<file path="config.mk">
export PLATFORM = sky130hd
export DESIGN_NAME = memory_test_sequencer
export DESIGN_NICKNAME = d
export VERILOG_FILES = /design/src/mts_pkg.sv /design/src/memory_test_sequencer.sv /design/src/mts_step.sv
export SDC_FILE = /design/constraint.sdc
export NUM_CORES = 1
export LEC_CHECK = 0
export BUFFER_PORTS_ARGS = -buffer_cell sky130_fd_sc_hd__buf_2
export CELL_PAD_IN_SITES_DETAIL_PLACEMENT = 1
export CELL_PAD_IN_SITES_GLOBAL_PLACEMENT = 1
export CORE_ASPECT_RATIO = 0.8
export CORE_MARGIN = 5
export CORE_UTILIZATION = 40
export CTS_CLUSTER_DIAMETER = 150
export DETAILED_ROUTE_END_ITERATION = 10
export PLACE_DENSITY = 0.83
export SLEW_MARGIN = 40
export SYNTH_ARGS = -nofsm -noshare
export SYNTH_HDL_FRONTEND = slang
export SYNTH_SLANG_ARGS = --single-unit
</file>
<file path="constraint.sdc">
create_clock -name i_clk -period 19.1 [get_ports i_clk]
set_input_delay 0.955 -clock i_clk [delete_from_list [all_inputs] [get_ports i_clk]]
set_output_delay 0.955 -clock i_clk [all_outputs]
set_load 0.005 [all_outputs]
</file>
<file path="src/mts_pkg.sv">
package mts_pkg;

    localparam int WALK_WORDS_DEF = 32;
    localparam int PHASE_COUNT    = 6;

    localparam int ADDR_W  = 32;
    localparam int DATA_W  = 32;
    localparam int TOTAL_W = 25;
    localparam int CHUNK_W = 17;
    localparam int CFG_IDX_W = 2;

    localparam logic [DATA_W-1:0] PAT_AA = 32'hAAAA_AAAA;
    localparam logic [DATA_W-1:0] PAT_55 = 32'h5555_5555;
    localparam logic [DATA_W-1:0] PAT_FF = 32'hFFFF_FFFF;
    localparam logic [DATA_W-1:0] PAT_00 = 32'h0000_0000;

    localparam logic [ADDR_W-1:0]  BASE_RESET  = 32'd270532608;
    localparam logic [TOTAL_W-1:0] TOTAL_RESET = 25'd262144;
    localparam logic [CHUNK_W-1:0] CHUNK_RESET = 17'd1024;

    localparam logic CMD_RESTART = 1'b0;
    localparam logic CMD_STEP    = 1'b1;

    localparam logic [CFG_IDX_W-1:0] CFG_BASE  = 2'd0;
    localparam logic [CFG_IDX_W-1:0] CFG_TOTAL = 2'd1;
    localparam logic [CFG_IDX_W-1:0] CFG_CHUNK = 2'd2;

    typedef enum logic [2:0] {
        PH_AA   = 3'd0,
        PH_55   = 3'd1,
        PH_FF   = 3'd2,
        PH_00   = 3'd3,
        PH_WALK = 3'd4,
        PH_ADDR = 3'd5
    } t_phase;

    typedef struct packed {
        logic              command;
        logic [DATA_W-1:0] read_data;
    } t_in;

    typedef struct packed {
        logic               req_valid;
        logic               req_write;
        logic [ADDR_W-1:0]  req_address;
        logic [DATA_W-1:0]  req_data;
        logic [DATA_W-1:0]  error_count;
        logic [TOTAL_W-1:0] words_done;
        logic               test_done;
    } t_out;

    typedef struct packed {
        logic [ADDR_W-1:0]  base_address;
        logic [TOTAL_W-1:0] total_words;
        logic [CHUNK_W-1:0] chunk_words;
    } t_cfg;

    typedef struct packed {
        t_phase             phase;
        logic               walk_zeros;
        logic               verify_pass;
        logic [CHUNK_W-1:0] word_index;
        logic [TOTAL_W-1:0] chunk_offset;
        logic [DATA_W-1:0]  mismatch_total;
        logic [DATA_W-1:0]  pending_expected;
        logic               pending_read;
    } t_state;

endpackage

</file>
<file path="src/memory_test_sequencer.sv">
// Memory self-test sequencer.
// Input channel (i_valid / o_ready, payload i_in): each beat is one step.
// command restart clears the test state and counters; command step issues
// the next memory request and checks read_data against the read issued on
// the previous step. Output channel (o_valid / i_ready, payload o_out):
// exactly one result beat per input beat, in order, carrying the request
// (if any), the saturating mismatch count, words done and test done.
// Configuration (i_cfg_we / i_cfg_index / i_cfg_data) sets base address,
// region size and chunk size; write it only while no beat is in flight.
// The input beat is held in the input register and the step result in the result
// register. Throughput: one step per cycle while the receiver does not stall, set
// by the single step of next-state logic between the two registers.
// Reset: test state clears, configuration returns to its defaults, both
// channels empty. A stalled receiver holds the result register; one more
// input beat is taken into the input register, then o_ready drops.
module memory_test_sequencer #(
    parameter int WALK_WORDS = mts_pkg::WALK_WORDS_DEF
) (
    input  logic                           i_clk,
    input  logic                           i_rst_n,
    input  logic                           i_valid,
    output logic                           o_ready,
    input  mts_pkg::t_in                   i_in,
    output logic                           o_valid,
    input  logic                           i_ready,
    output mts_pkg::t_out                  o_out,
    input  logic                           i_cfg_we,
    input  logic [mts_pkg::CFG_IDX_W-1:0]  i_cfg_index,
    input  logic [mts_pkg::ADDR_W-1:0]     i_cfg_data
);

    mts_pkg::t_cfg   r_cfg;
    mts_pkg::t_state r_state;
    mts_pkg::t_state n_state;
    mts_pkg::t_in    r_in;
    logic            r_in_valid;
    mts_pkg::t_out   r_out;
    mts_pkg::t_out   n_out;
    logic            r_out_valid;
    logic            w_fire;

    assign w_fire  = r_in_valid && (!r_out_valid || i_ready);
    assign o_ready = !r_in_valid || w_fire;
    assign o_valid = r_out_valid;
    assign o_out   = r_out;

    always_ff @(posedge i_clk) begin
        if (!i_rst_n) begin
            r_cfg.base_address <= mts_pkg::BASE_RESET;
            r_cfg.total_words  <= mts_pkg::TOTAL_RESET;
            r_cfg.chunk_words  <= mts_pkg::CHUNK_RESET;
        end else if (i_cfg_we) begin
            case (i_cfg_index)
                mts_pkg::CFG_BASE:  r_cfg.base_address <= i_cfg_data;
                mts_pkg::CFG_TOTAL: r_cfg.total_words  <= i_cfg_data[mts_pkg::TOTAL_W-1:0];
                mts_pkg::CFG_CHUNK: r_cfg.chunk_words  <= i_cfg_data[mts_pkg::CHUNK_W-1:0];
                default: ;
            endcase
        end
    end

    mts_step #(
        .WALK_WORDS(WALK_WORDS)
    ) u_step (
        .i_state (r_state),
        .i_cfg   (r_cfg),
        .i_item  (r_in),
        .o_state (n_state),
        .o_result(n_out)
    );

    always_ff @(posedge i_clk) begin
        if (!i_rst_n) begin
            r_state.phase            <= mts_pkg::PH_AA;
            r_state.walk_zeros       <= 1'b0;
            r_state.verify_pass      <= 1'b0;
            r_state.word_index       <= '0;
            r_state.chunk_offset     <= '0;
            r_state.mismatch_total   <= '0;
            r_state.pending_expected <= '0;
            r_state.pending_read     <= 1'b0;
            r_in_valid               <= 1'b0;
            r_out_valid              <= 1'b0;
        end else begin
            if (w_fire) begin
                r_state <= n_state;
            end
            // input register: refill on accept, drain when the step fires
            if (i_valid && o_ready) begin
                r_in_valid <= 1'b1;
            end else if (w_fire) begin
                r_in_valid <= 1'b0;
            end
            if (w_fire) begin
                r_out_valid <= 1'b1;
            end else if (i_ready) begin
                r_out_valid <= 1'b0;
            end
        end
    end

    always_ff @(posedge i_clk) begin
        if (i_valid && o_ready) begin
            r_in <= i_in;
        end
        if (w_fire) begin
            r_out <= n_out;
        end
    end

    a_done_no_req: assert property (@(posedge i_clk) disable iff (!i_rst_n)
        (o_valid && o_out.test_done) |-> !o_out.req_valid)
        else $error("request issued after test done");

    a_write_has_req: assert property (@(posedge i_clk) disable iff (!i_rst_n)
        (o_valid && (o_out.req_write || o_out.req_data != '0)) |-> o_out.req_valid)
        else $error("write fields set without a request");

    a_count_monotonic: assert property (@(posedge i_clk) disable iff (!i_rst_n)
        (w_fire && r_in.command == mts_pkg::CMD_STEP)
        |=> (r_state.mismatch_total >= $past(r_state.mismatch_total)))
        else $error("mismatch count went down without restart");

    a_fire_fills_out: assert property (@(posedge i_clk) disable iff (!i_rst_n)
        w_fire |=> r_out_valid)
        else $error("processed step produced no result");

endmodule

</file>
<file path="src/mts_step.sv">
module mts_step #(
    parameter int WALK_WORDS = mts_pkg::WALK_WORDS_DEF
) (
    input  mts_pkg::t_state i_state,
    input  mts_pkg::t_cfg   i_cfg,
    input  mts_pkg::t_in    i_item,
    output mts_pkg::t_state o_state,
    output mts_pkg::t_out   o_result
);

    localparam logic [mts_pkg::CHUNK_W-1:0] WALK_N = mts_pkg::CHUNK_W'(WALK_WORDS);

    logic [mts_pkg::CHUNK_W-1:0] w_cw;
    logic                        w_active;
    logic [mts_pkg::TOTAL_W-1:0] w_left;
    logic [mts_pkg::CHUNK_W-1:0] w_count;
    logic [mts_pkg::CHUNK_W-1:0] w_len;
    logic [mts_pkg::CHUNK_W:0]   w_idx_inc;
    logic                        w_last;
    logic [mts_pkg::TOTAL_W:0]   w_word;
    logic [mts_pkg::ADDR_W-1:0]  w_addr;
    logic [mts_pkg::DATA_W-1:0]  w_bit;
    logic [mts_pkg::DATA_W-1:0]  w_pattern;
    logic                        w_miss;

    // a zero chunk size behaves as one word
    assign w_cw     = (i_cfg.chunk_words == '0) ? mts_pkg::CHUNK_W'(1) : i_cfg.chunk_words;
    assign w_active = i_state.chunk_offset < i_cfg.total_words;
    assign w_left   = i_cfg.total_words - i_state.chunk_offset;
    assign w_count  = ({{(mts_pkg::TOTAL_W-mts_pkg::CHUNK_W){1'b0}}, w_cw} < w_left)
                      ? w_cw : w_left[mts_pkg::CHUNK_W-1:0];
    assign w_len    = (i_state.phase == mts_pkg::PH_WALK && w_count > WALK_N) ? WALK_N : w_count;
    assign w_idx_inc = {1'b0, i_state.word_index} + (mts_pkg::CHUNK_W+1)'(1);
    assign w_last    = !(w_idx_inc < {1'b0, w_len});

    assign w_word = {1'b0, i_state.chunk_offset}
                  + {{(mts_pkg::TOTAL_W+1-mts_pkg::CHUNK_W){1'b0}}, i_state.word_index};
    assign w_addr = {i_cfg.base_address[mts_pkg::ADDR_W-1:2], 2'b00}
                  + {{(mts_pkg::ADDR_W-mts_pkg::TOTAL_W-3){1'b0}}, w_word, 2'b00};
    assign w_bit  = mts_pkg::DATA_W'(1) << i_state.word_index[4:0];

    always_comb begin
        case (i_state.phase)
            mts_pkg::PH_AA:   w_pattern = mts_pkg::PAT_AA;
            mts_pkg::PH_55:   w_pattern = mts_pkg::PAT_55;
            mts_pkg::PH_FF:   w_pattern = mts_pkg::PAT_FF;
            mts_pkg::PH_00:   w_pattern = mts_pkg::PAT_00;
            mts_pkg::PH_WALK: w_pattern = i_state.walk_zeros ? ~w_bit : w_bit;
            default:          w_pattern = w_addr;
        endcase
    end

    assign w_miss = (i_item.read_data != i_state.pending_expected)
                 && (i_state.mismatch_total != '1);

    always_comb begin
        o_state  = i_state;
        o_result = '0;
        if (i_item.command == mts_pkg::CMD_RESTART) begin
            o_state.phase            = mts_pkg::PH_AA;
            o_state.walk_zeros       = 1'b0;
            o_state.verify_pass      = 1'b0;
            o_state.word_index       = '0;
            o_state.chunk_offset     = '0;
            o_state.mismatch_total   = '0;
            o_state.pending_expected = '0;
            o_state.pending_read     = 1'b0;
        end else begin
            // check the read issued on the previous beat
            if (i_state.pending_read) begin
                if (w_miss) begin
                    o_state.mismatch_total = i_state.mismatch_total + mts_pkg::DATA_W'(1);
                end
                o_state.pending_read     = 1'b0;
                o_state.pending_expected = '0;
            end
            if (w_active) begin
                o_result.req_valid   = 1'b1;
                o_result.req_address = w_addr;
                if (!i_state.verify_pass) begin
                    o_result.req_write = 1'b1;
                    o_result.req_data  = w_pattern;
                end else begin
                    o_state.pending_read     = 1'b1;
                    o_state.pending_expected = w_pattern;
                end
                if (!w_last) begin
                    o_state.word_index = w_idx_inc[mts_pkg::CHUNK_W-1:0];
                end else begin
                    o_state.word_index = '0;
                    if (!i_state.verify_pass) begin
                        o_state.verify_pass = 1'b1;
                    end else begin
                        o_state.verify_pass = 1'b0;
                        if (i_state.phase == mts_pkg::PH_WALK && !i_state.walk_zeros) begin
                            o_state.walk_zeros = 1'b1;
                        end else begin
                            o_state.walk_zeros = 1'b0;
                            case (i_state.phase)
                                mts_pkg::PH_AA:   o_state.phase = mts_pkg::PH_55;
                                mts_pkg::PH_55:   o_state.phase = mts_pkg::PH_FF;
                                mts_pkg::PH_FF:   o_state.phase = mts_pkg::PH_00;
                                mts_pkg::PH_00:   o_state.phase = mts_pkg::PH_WALK;
                                mts_pkg::PH_WALK: o_state.phase = mts_pkg::PH_ADDR;
                                default: begin
                                    // chunk finished all phases: move on
                                    o_state.phase        = mts_pkg::PH_AA;
                                    o_state.chunk_offset = i_state.chunk_offset
                                        + {{(mts_pkg::TOTAL_W-mts_pkg::CHUNK_W){1'b0}}, w_count};
                                end
                            endcase
                        end
                    end
                end
            end
        end
        o_result.error_count = o_state.mismatch_total;
        o_result.words_done  = o_state.chunk_offset;
        o_result.test_done   = (o_state.chunk_offset >= i_cfg.total_words)
                            && !o_state.pending_read;
    end

endmodule

</file>
; After elaboration in Yosys (flattened, before gate mapping)
; Cells that the tools add are included.
[totals]
register_bits = 345
wordCells = 104
output_inout_bits = 126
[op_classes]
n_reduce_logical = 27
muxes = 28
eq_ne = 12
addsub = 6
magnitude_cmp = 5
n_bitwise = 3
n_shift = 1
[ops]
columns = op, n
row1 = $pmux 32 s5, 1
row2 = $mux 112, 1
row3 = $mux 25, 4
row4 = $mux 32, 3
row5 = $mux 17, 4
row6 = $mux 33, 2
row7 = $mux 66, 1
row8 = $mux 65, 1
row9 = $mux 47, 1
row10 = $add 32x1->32 const B, 1
row11 = $add 32x28->32, 1
row12 = $ne 32x32->1, 1
row13 = $ne 32x32->1 const B, 1
row14 = $not 32->32, 1
row15 = $shl 1x5->32 const A, 1
row16 = $add 25x17->26, 1
row17 = $add 25x17->25, 1
row18 = $ge 25x25->1, 1
row19 = $lt 17x25->1, 1
row20 = $lt 25x25->1, 1
row21 = $sub 25x25->25, 1
row22 = $add 17x1->18 const B, 1
row23 = $lt 18x17->1, 1
row24 = $gt 17x6->1 const B, 1
row25 = 26 further kinds, 49

; Logic depth before layout (Yosys ltp)
; Gate-level depths: netlist of the first run.
[logic_depth]
word_depth = 13
mapped_depth = 50

; Modules after synthesis
; A second synthesis of the first run with hierarchy kept.
[hier_totals]
hier_cells = 2605
area_unflattened_um2 = 22783.1
[modules_own_cells]
columns = mod, area_each_um2, cells_each, instances
row1 = memory_test_sequencer, 11883.9, 935, 1
row2 = mts_step, 10899.2, 1670, 1

; Worst setup path after synthesis of the first run
; No wires, ideal clock.
[synth_path]
kind = register to register
from = register r_cfg[17] (netlist name)
to = register r_out (netlist bit o_out[0]), data pin
setup_time_ns = 0.276
stages_incl_launch_ff = 49
slack_ns = 10.260
t_arrival_ns = 8.564
path_cell_list = dfxtp_1 -> inv_1 -> ha_1 -> fa_1 -> nand2b_1 -> a211oi_1 -> o21ai_2 -> o21ai_1 -> a31oi_1 -> xnor2_1 -> inv_1 -> ha_1 -> nand4_1 -> or3_1 -> a2111o_1 -> nor2b_4 -> nor4_4 -> and3_2 -> [... 13 more ...] -> o31a_1 -> buf_4 -> a21oi_2 -> buf_2 -> a211oi_1 -> ha_1 -> nor2b_1 -> o21a_1 -> o21a_1 -> o21a_1 -> o21a_1 -> o21a_1 -> o21ai_0 -> nand2b_1 -> a21oi_1 -> nor3_1 -> o21ai_0 -> a221oi_1
[synth_rtl]
columns = item, line_no
row1 = "start, declared", memory_test_sequencer.sv:32  ; mts_pkg::t_cfg r_cfg;
row2 = "end signal, assigned", memory_test_sequencer.sv:107  ; r_out <= n_out;
row3 = "end, declared", memory_test_sequencer.sv:37  ; mts_pkg::t_out r_out;

==> flow_summary_export.csv, run 1 <==
group,metric,value,unit
clock_network,cts_setup_buffers,0,
worst_hold_path,hold_path_depth,2,
yosys,synth_compound_area_frac,0.179,
routing,drt_pass1_iterations,5,
worst_setup_path,r2r_start,"r_cfg[17]",
worst_setup_path,setup.worst_path.class,"register to register",
clock_network,clkLatencyLatePin,0.57,ns
worst_hold_path,min-delay-start,"r_cfg[44]",
placement,dp.cells,3307,
yosys,ys_async_sr_fraction,0,
yosys,synthMuxAreaShare,0.00979,
clock_network,cts_sinks,341,
timing,post-route-period-util,0.592,
power_and_ir_drop,finalPower,1.76,mW
finish,fill_cells,6345,
clock_network,h-tree-depth,2,
finish,final_cell_mix,"nand2_1, nor2_1, a21oi_1, buf_2, dfxtp_1",
power_and_ir_drop,ir_drop,0.0501,mV
global_route,grt_pass1_vias,20359,
yosys,synth_warnings,0,
placement,portBuffers,195,
worst_setup_path,arrival,11.60,ns
global_route,met3_usage,0.0497,
global_route,grt_util_met2,0.435,
die,dieArea,58800,um^2
finish,nNetsFinal,2871,
routing,routed_via_density,6.07,
die,design.core.area,53600,um^2
timing,setup_viol_count_final,0,
yosys,ys_ff_latch,341,
global_route,grt_max_degree,91,
worst_setup_path,max_stage_delay,0.74,ns
global_route,busiest_layer,"met2",
yosys,synth_adder_area_share,0.0900,
worst_setup_path,cp-end-kind,"register",
die,die_height,218,um
yosys,synth_edf_count,155,
routing,vias,20544,
worst_setup_path,timing.rr.end,"o_out[0]",
finish,drive_gt1_frac,0.120,
finish,instances_no_fill,3382,
timing,rsz0062_at_grt,"no",
routing,drt-total-wl,86200,um
die,fp.dieW,270,um
run,drv_cap,0,
yosys,syn_area,21600,um^2
global_route,grt_util_met1,0.414,
die,rows,76,
routing,drc,0,
worst_hold_path,holdPathEnd,"r_cfg[44]",
timing,totalNegativeSetupSlack,0,ns
clock_network,root_buffer,"clkbuf_16",
yosys,synthSimpleGateAreaFrac,0.211,
worst_setup_path,r2r_cells,46,
clock_network,numCtsBuffers,39,
global_route,grt_pass1_wl,128000,um
clock_network,tritoncts,"yes",
timing,fmax,88.4,MHz
routing,drt_iter0_drc,2045,
timing,tightest_slew,0.905,ns
clock_network,ctsResizeCount,0,
worst_setup_path,crit_buf_inv,3,
worst_setup_path,crit_path_start_kind,"register",
power_and_ir_drop,p_leak,9.67,nW
yosys,synth_top_family_by_area,"simple AND/OR/NAND/NOR gates",
die,io_pins,198,
timing,finalHoldViolations,0,
yosys,ys_types,87,
timing,finalWorstSetupSlack,7.78,ns
routing,ant_nets,0,
power_and_ir_drop,powerDensity,72.3,nW/um^2
worst_setup_path,critPathMaxFanout,59,
finish,syn2layout_area_growth,12.7,%
clock_network,hold_buffers,0,
timing,fin_skew,0.0275,ns
placement,detailed_place_hpwl,65200,um
placement,dp_slack,8.06,ns
global_route,grtUsageTotal,0.281,
timing,drv_slew,0,
die,initial_core_util,0.403,
yosys,yosys.area.top_type,"edfxtp_1",
yosys,synth_area_leaders,"edfxtp_1, dfxtp_1, ha_1, nand2_1, a21oi_1",
global_route,grt-ovfl-total,0,
yosys,ys_seq_area_frac,0.388,
yosys,synth_xor_xnor_area_share,0.0758,
yosys,synth_cells,2542,
timing,layout_min_cycle_time,11.32,ns
clock_network,clk_pin_slew,0.07,ns
worst_setup_path,critPathRequiredTime,19.38,ns
finish,final_common_cell,"nand2_1",
yosys,ys.flop_type,"dfxtp_1",
yosys,yosys.area.top_type_share,0.215,
timing,max_slew_margin,0.390,
worst_hold_path,worstHoldPathType,"register to register",
global_route,antenna_found_initial,3,
routing,wl_per_cell,25.5,um
placement,gp_congestion,1.02,
worst_setup_path,cp_slowest_cell,"o21ai_0",
worst_setup_path,crit_family,"compound AO/OA/AOI/OAI gates",
worst_setup_path,crit_top_cell,"a21o_1",
run_status,status,"complete, no violations",
yosys,avgSynthCellArea,8.50,um^2
worst_setup_path,regToRegSetupSlack,7.78,ns
clock_network,cts_buffer_depth,3,
## Yosys cell counts (6+ instances only)
master	count
buf_1	6
o221ai_1	13
inv_1	104
mux2i_1	20
and2_1	27
ha_1	149
or4_1	7
a21oi_1	205
a22oi_1	9
a2bb2oi_1	7
or2_2	8
nor2_1	247
dfxtp_1	186
a31oi_1	32
a21boi_0	8
nand3_1	119
xnor2_1	111
o211ai_1	23
xor2_1	76
clkbuf_1	137
nand2b_1	15
edfxtp_1	155
a21o_1	62
or3_1	19
nor3_1	66
buf_2	8
o21ai_0	109
nor2b_1	37
nor4_1	25
o21bai_1	12
and3_1	28
a211oi_1	19
nand2_1	316
nand4_1	30
o21a_1	19
## worst min-delay path, delay by kind of cell, from the launching register on
kind | cells | cell delay, ns
AOI/OAI and AO/OA | 1 | 0.05
DFF | 1 | 0.31
and+or+nand+nor | 1 | 0.05
## sequential cells by signal (all words and copies together) (netlist names)
name        count
r_cfg          72
o_out         122
r_state       112
o_valid         1
r_in_valid      1
r_in           33
## per-layer routing
layer | wire length [um] | part of all wire
met1 | 39700 | 0.46
met2 | 38200 | 0.44
met3 | 6930 | 0.080
met4 | 1370 | 0.016
met5 | 7 | 0.000081
## worst max path at each step
stage | from | endpoint | slack, ns | depth (start not counted)
finish | r_cfg[17] | o_out[0] | 7.78 | 46
global route | r_cfg[17] | o_out[0] | 7.21 | 43
CTS | r_cfg[17] | o_out[0] | 8.02 | 43
detailed placement | r_cfg[17] | o_out[0] | 8.06 | 43
global placement | r_cfg[17] | o_out[0] | 7.98 | 46
floorplan | r_cfg[17] | o_out[0] | 10.26 | 48
## layout make-up
class,instances,area [um^2],share of cell area
multi-input combinational,1941,12300,0.504
sequential,341,8380,0.344
timing repair buffer,218,1160,0.0476
clock buffer,52,1090,0.0446
tap,702,878,0.0361
inverter,105,405,0.0166
clock inverter,20,155,0.00637
antenna,3,7.51,0.000308
## logic make-up after synthesis
family | count (synthesis)
AND/OR/NAND/NOR | 975
AO/OA/AOI/OAI | 603
flip-flops | 341
buffers and inverters | 261
multiplexers | 21
XOR/XNOR | 187
other | 1
adder cells (fa/ha/maj) | 153
## per-stage QoR
step           hold WS (ns)   util  instance area (um^2)
5_1_grt               0.492  0.454                 24300
4_1_cts               0.468  0.454                 24300
2_1_floorplan         0.441      -                 21600
3_5_place_dp          0.457  0.431                 23100
3_3_place_gp          0.454  0.430                 23000
6_report              0.463  0.454                 24400
## where the power goes
group	switching [mW]	leakage [nW]	total, mW	internal [mW]
Sequential	0.0171	2.98	0.804	0.786
Combinational	0.144	6.08	0.211	0.0674
Clock	0.328	0.610	0.746	0.418
No activity file was read; power rests on OpenSTA's default activity.
==> run 2: changes to the inputs <==
- clock period: 19.1 -> 10.85 ns (I/O delays scaled with it)
==> run 2 against run 1 <==
- worst hold slack got worse by 0.31 ns
- via count fell by 0.23%
- sequential share of layout area fell by 0.12 points
- die area did not move
- fmax rose by 11%
- power rose by 74%
- critical path depth fell by 3
- routed wire length rose by 0.18%
- flip-flop and latch count did not move
- non-clock buffer count rose by 17
- register-to-register slack got worse by 7.1 ns
==> flow_summary_export.csv, run 2 (synthesis gave the netlist of run 1 again) <==
group,metric,value,unit
die,design.core.area,53600,um^2
routing,ant_nets,0,
global_route,grt_max_degree,89,
clock_network,root_buffer,"clkbuf_16",
routing,routed_via_density,6.04,
routing,drt_iter0_drc,2204,
worst_setup_path,cp-end-kind,"register",
worst_hold_path,worstHoldPathType,"input port to register",
timing,totalNegativeSetupSlack,0,ns
placement,portBuffers,195,
global_route,grt-ovfl-total,0,
timing,max_slew_margin,0.437,
clock_network,clk_pin_slew,0.06,ns
worst_setup_path,crit_top_cell,"o21a_1",
finish,final_cell_mix,"nand2_1, nor2_1, a21oi_1, buf_2, dfxtp_1",
timing,setup_viol_count_final,0,
worst_setup_path,critPathRequiredTime,11.14,ns
global_route,antenna_found_initial,3,
routing,drt_pass1_iterations,5,
timing,fin_skew,0.0208,ns
timing,post-route-period-util,0.939,
finish,nNetsFinal,2887,
finish,final_common_cell,"nand2_1",
routing,drc,0,
run,drv_cap,0,
clock_network,hold_buffers,0,
routing,vias,20496,
timing,drv_slew,0,
finish,largest_reg_flops,122,
global_route,grtUsageTotal,0.280,
finish,drive_gt1_frac,0.125,
die,die_height,218,um
worst_setup_path,setup.worst_path.class,"register to register",
clock_network,h-tree-depth,2,
routing,drt-total-wl,86400,um
timing,layout_min_cycle_time,10.19,ns
power_and_ir_drop,finalPower,3.06,mW
finish,syn2layout_area_growth,13.2,%
global_route,grt_pass1_vias,20618,
clock_network,clkLatencyLatePin,0.56,ns
clock_network,numCtsBuffers,38,
timing,tightest_slew,0.844,ns
power_and_ir_drop,powerDensity,125,nW/um^2
placement,detailed_place_hpwl,66300,um
finish,n_antenna_cell,0,
routing,wl_per_cell,25.5,um
clock_network,cts_buffer_depth,3,
worst_setup_path,critPathMaxFanout,57,
die,dieArea,58800,um^2
placement,gp_congestion,1.01,
worst_setup_path,crit_path_start_kind,"register",
clock_network,cts_sinks,341,
worst_setup_path,arrival,10.48,ns
run_status,status,"complete, no violations",
worst_setup_path,cp_slowest_cell,"or3b_1",
clock_network,tritoncts,"yes",
power_and_ir_drop,p_leak,9.74,nW
timing,finalHoldViolations,0,
die,fp.dieW,270,um
die,rows,76,
global_route,grt_pass1_wl,128000,um
timing,fmax,98.1,MHz
worst_setup_path,max_stage_delay,0.63,ns
timing,rsz0062_at_grt,"no",
power_and_ir_drop,ir_drop,0.0944,mV
die,initial_core_util,0.403,
die,io_pins,198,
==> run 2: what timing repair did <==
| item | in CTS | in global routing |
|---|---|---|
| endpoints found under the hold margin | 0 | 0 |
| setup buffers | 0 | 0 |
| gates resized for setup | 0 | 8 |
| endpoints found under the setup margin | 0 | 1 |
==> run 2: power by group <==
group	leakage [nW]	switching (mW)	internal (mW)
clock	0.587	0.555	0.728
combinational	6.17	0.250	0.118
sequential	2.98	0.0290	1.38
total	9.74	0.833	2.23
==> run 2: worst paths after layout <==
check / from / to / slack, ns / cells past startpoint
hold reg to reg: r_cfg[66] / r_cfg[66] / 0.48 / 2
setup reg to reg: r_cfg[17] / o_out[0] / 0.66 / 43
setup / recovery: r_cfg[17] / o_out[0] / 0.66 / 43
hold / removal: i_in[18] / r_in[18] / 0.15 / 1
==> run 2: layer usage <==
metal | share of wire | GRT usage | up-vias
li1 | - | - | 9299
met1 | 0.46 | 0.405 | 10293
met2 | 0.44 | 0.436 | 786
met3 | 0.083 | 0.0541 | 118
met4 | 0.023 | 0.0626 | 0
met5 | 0 | 0 | -
==> run 2: final cells by class <==
type / instances / area, um^2
clock inverter: 16 / 119
clock buffer: 53 / 1090
tap: 702 / 878
timing repair buffer: 235 / 1300
inverter: 105 / 403
sequential: 341 / 8380
multi-input combinational: 1941 / 12300
fill: 6407 / 29200
==> run 2: critical path, delay by kind of cell, from the launching register on <==
kind                     cells  cell delay [ns]
AO/OA/AOI/OAI               17             3.48
AND/OR/NAND/NOR             15             3.14
adder cells (fa/ha/maj)      5             1.60
buffers and inverters        4             0.80
flip-flops                   1             0.37
multiplexers                 1             0.28
XOR/XNOR                     1             0.23
==> run 2: per-stage QoR <==
step / utilization / cells / worst slack [ns] / area, um^2 / hold WS [ns]
CTS: 0.455 / 3393 / 0.391 / 24400 / 0.132
detailed placement: 0.433 / 3324 / 0.417 / 23200 / 0.470
floorplan: - / 2543 / 2.01 / 21600 / 0.441
global placement: 0.432 / 3324 / 0.753 / 23200 / 0.457
finish: 0.456 / 3393 / 0.657 / 24400 / 0.152
global route: 0.456 / 3393 / 0.0252 / 24400 / 0.135
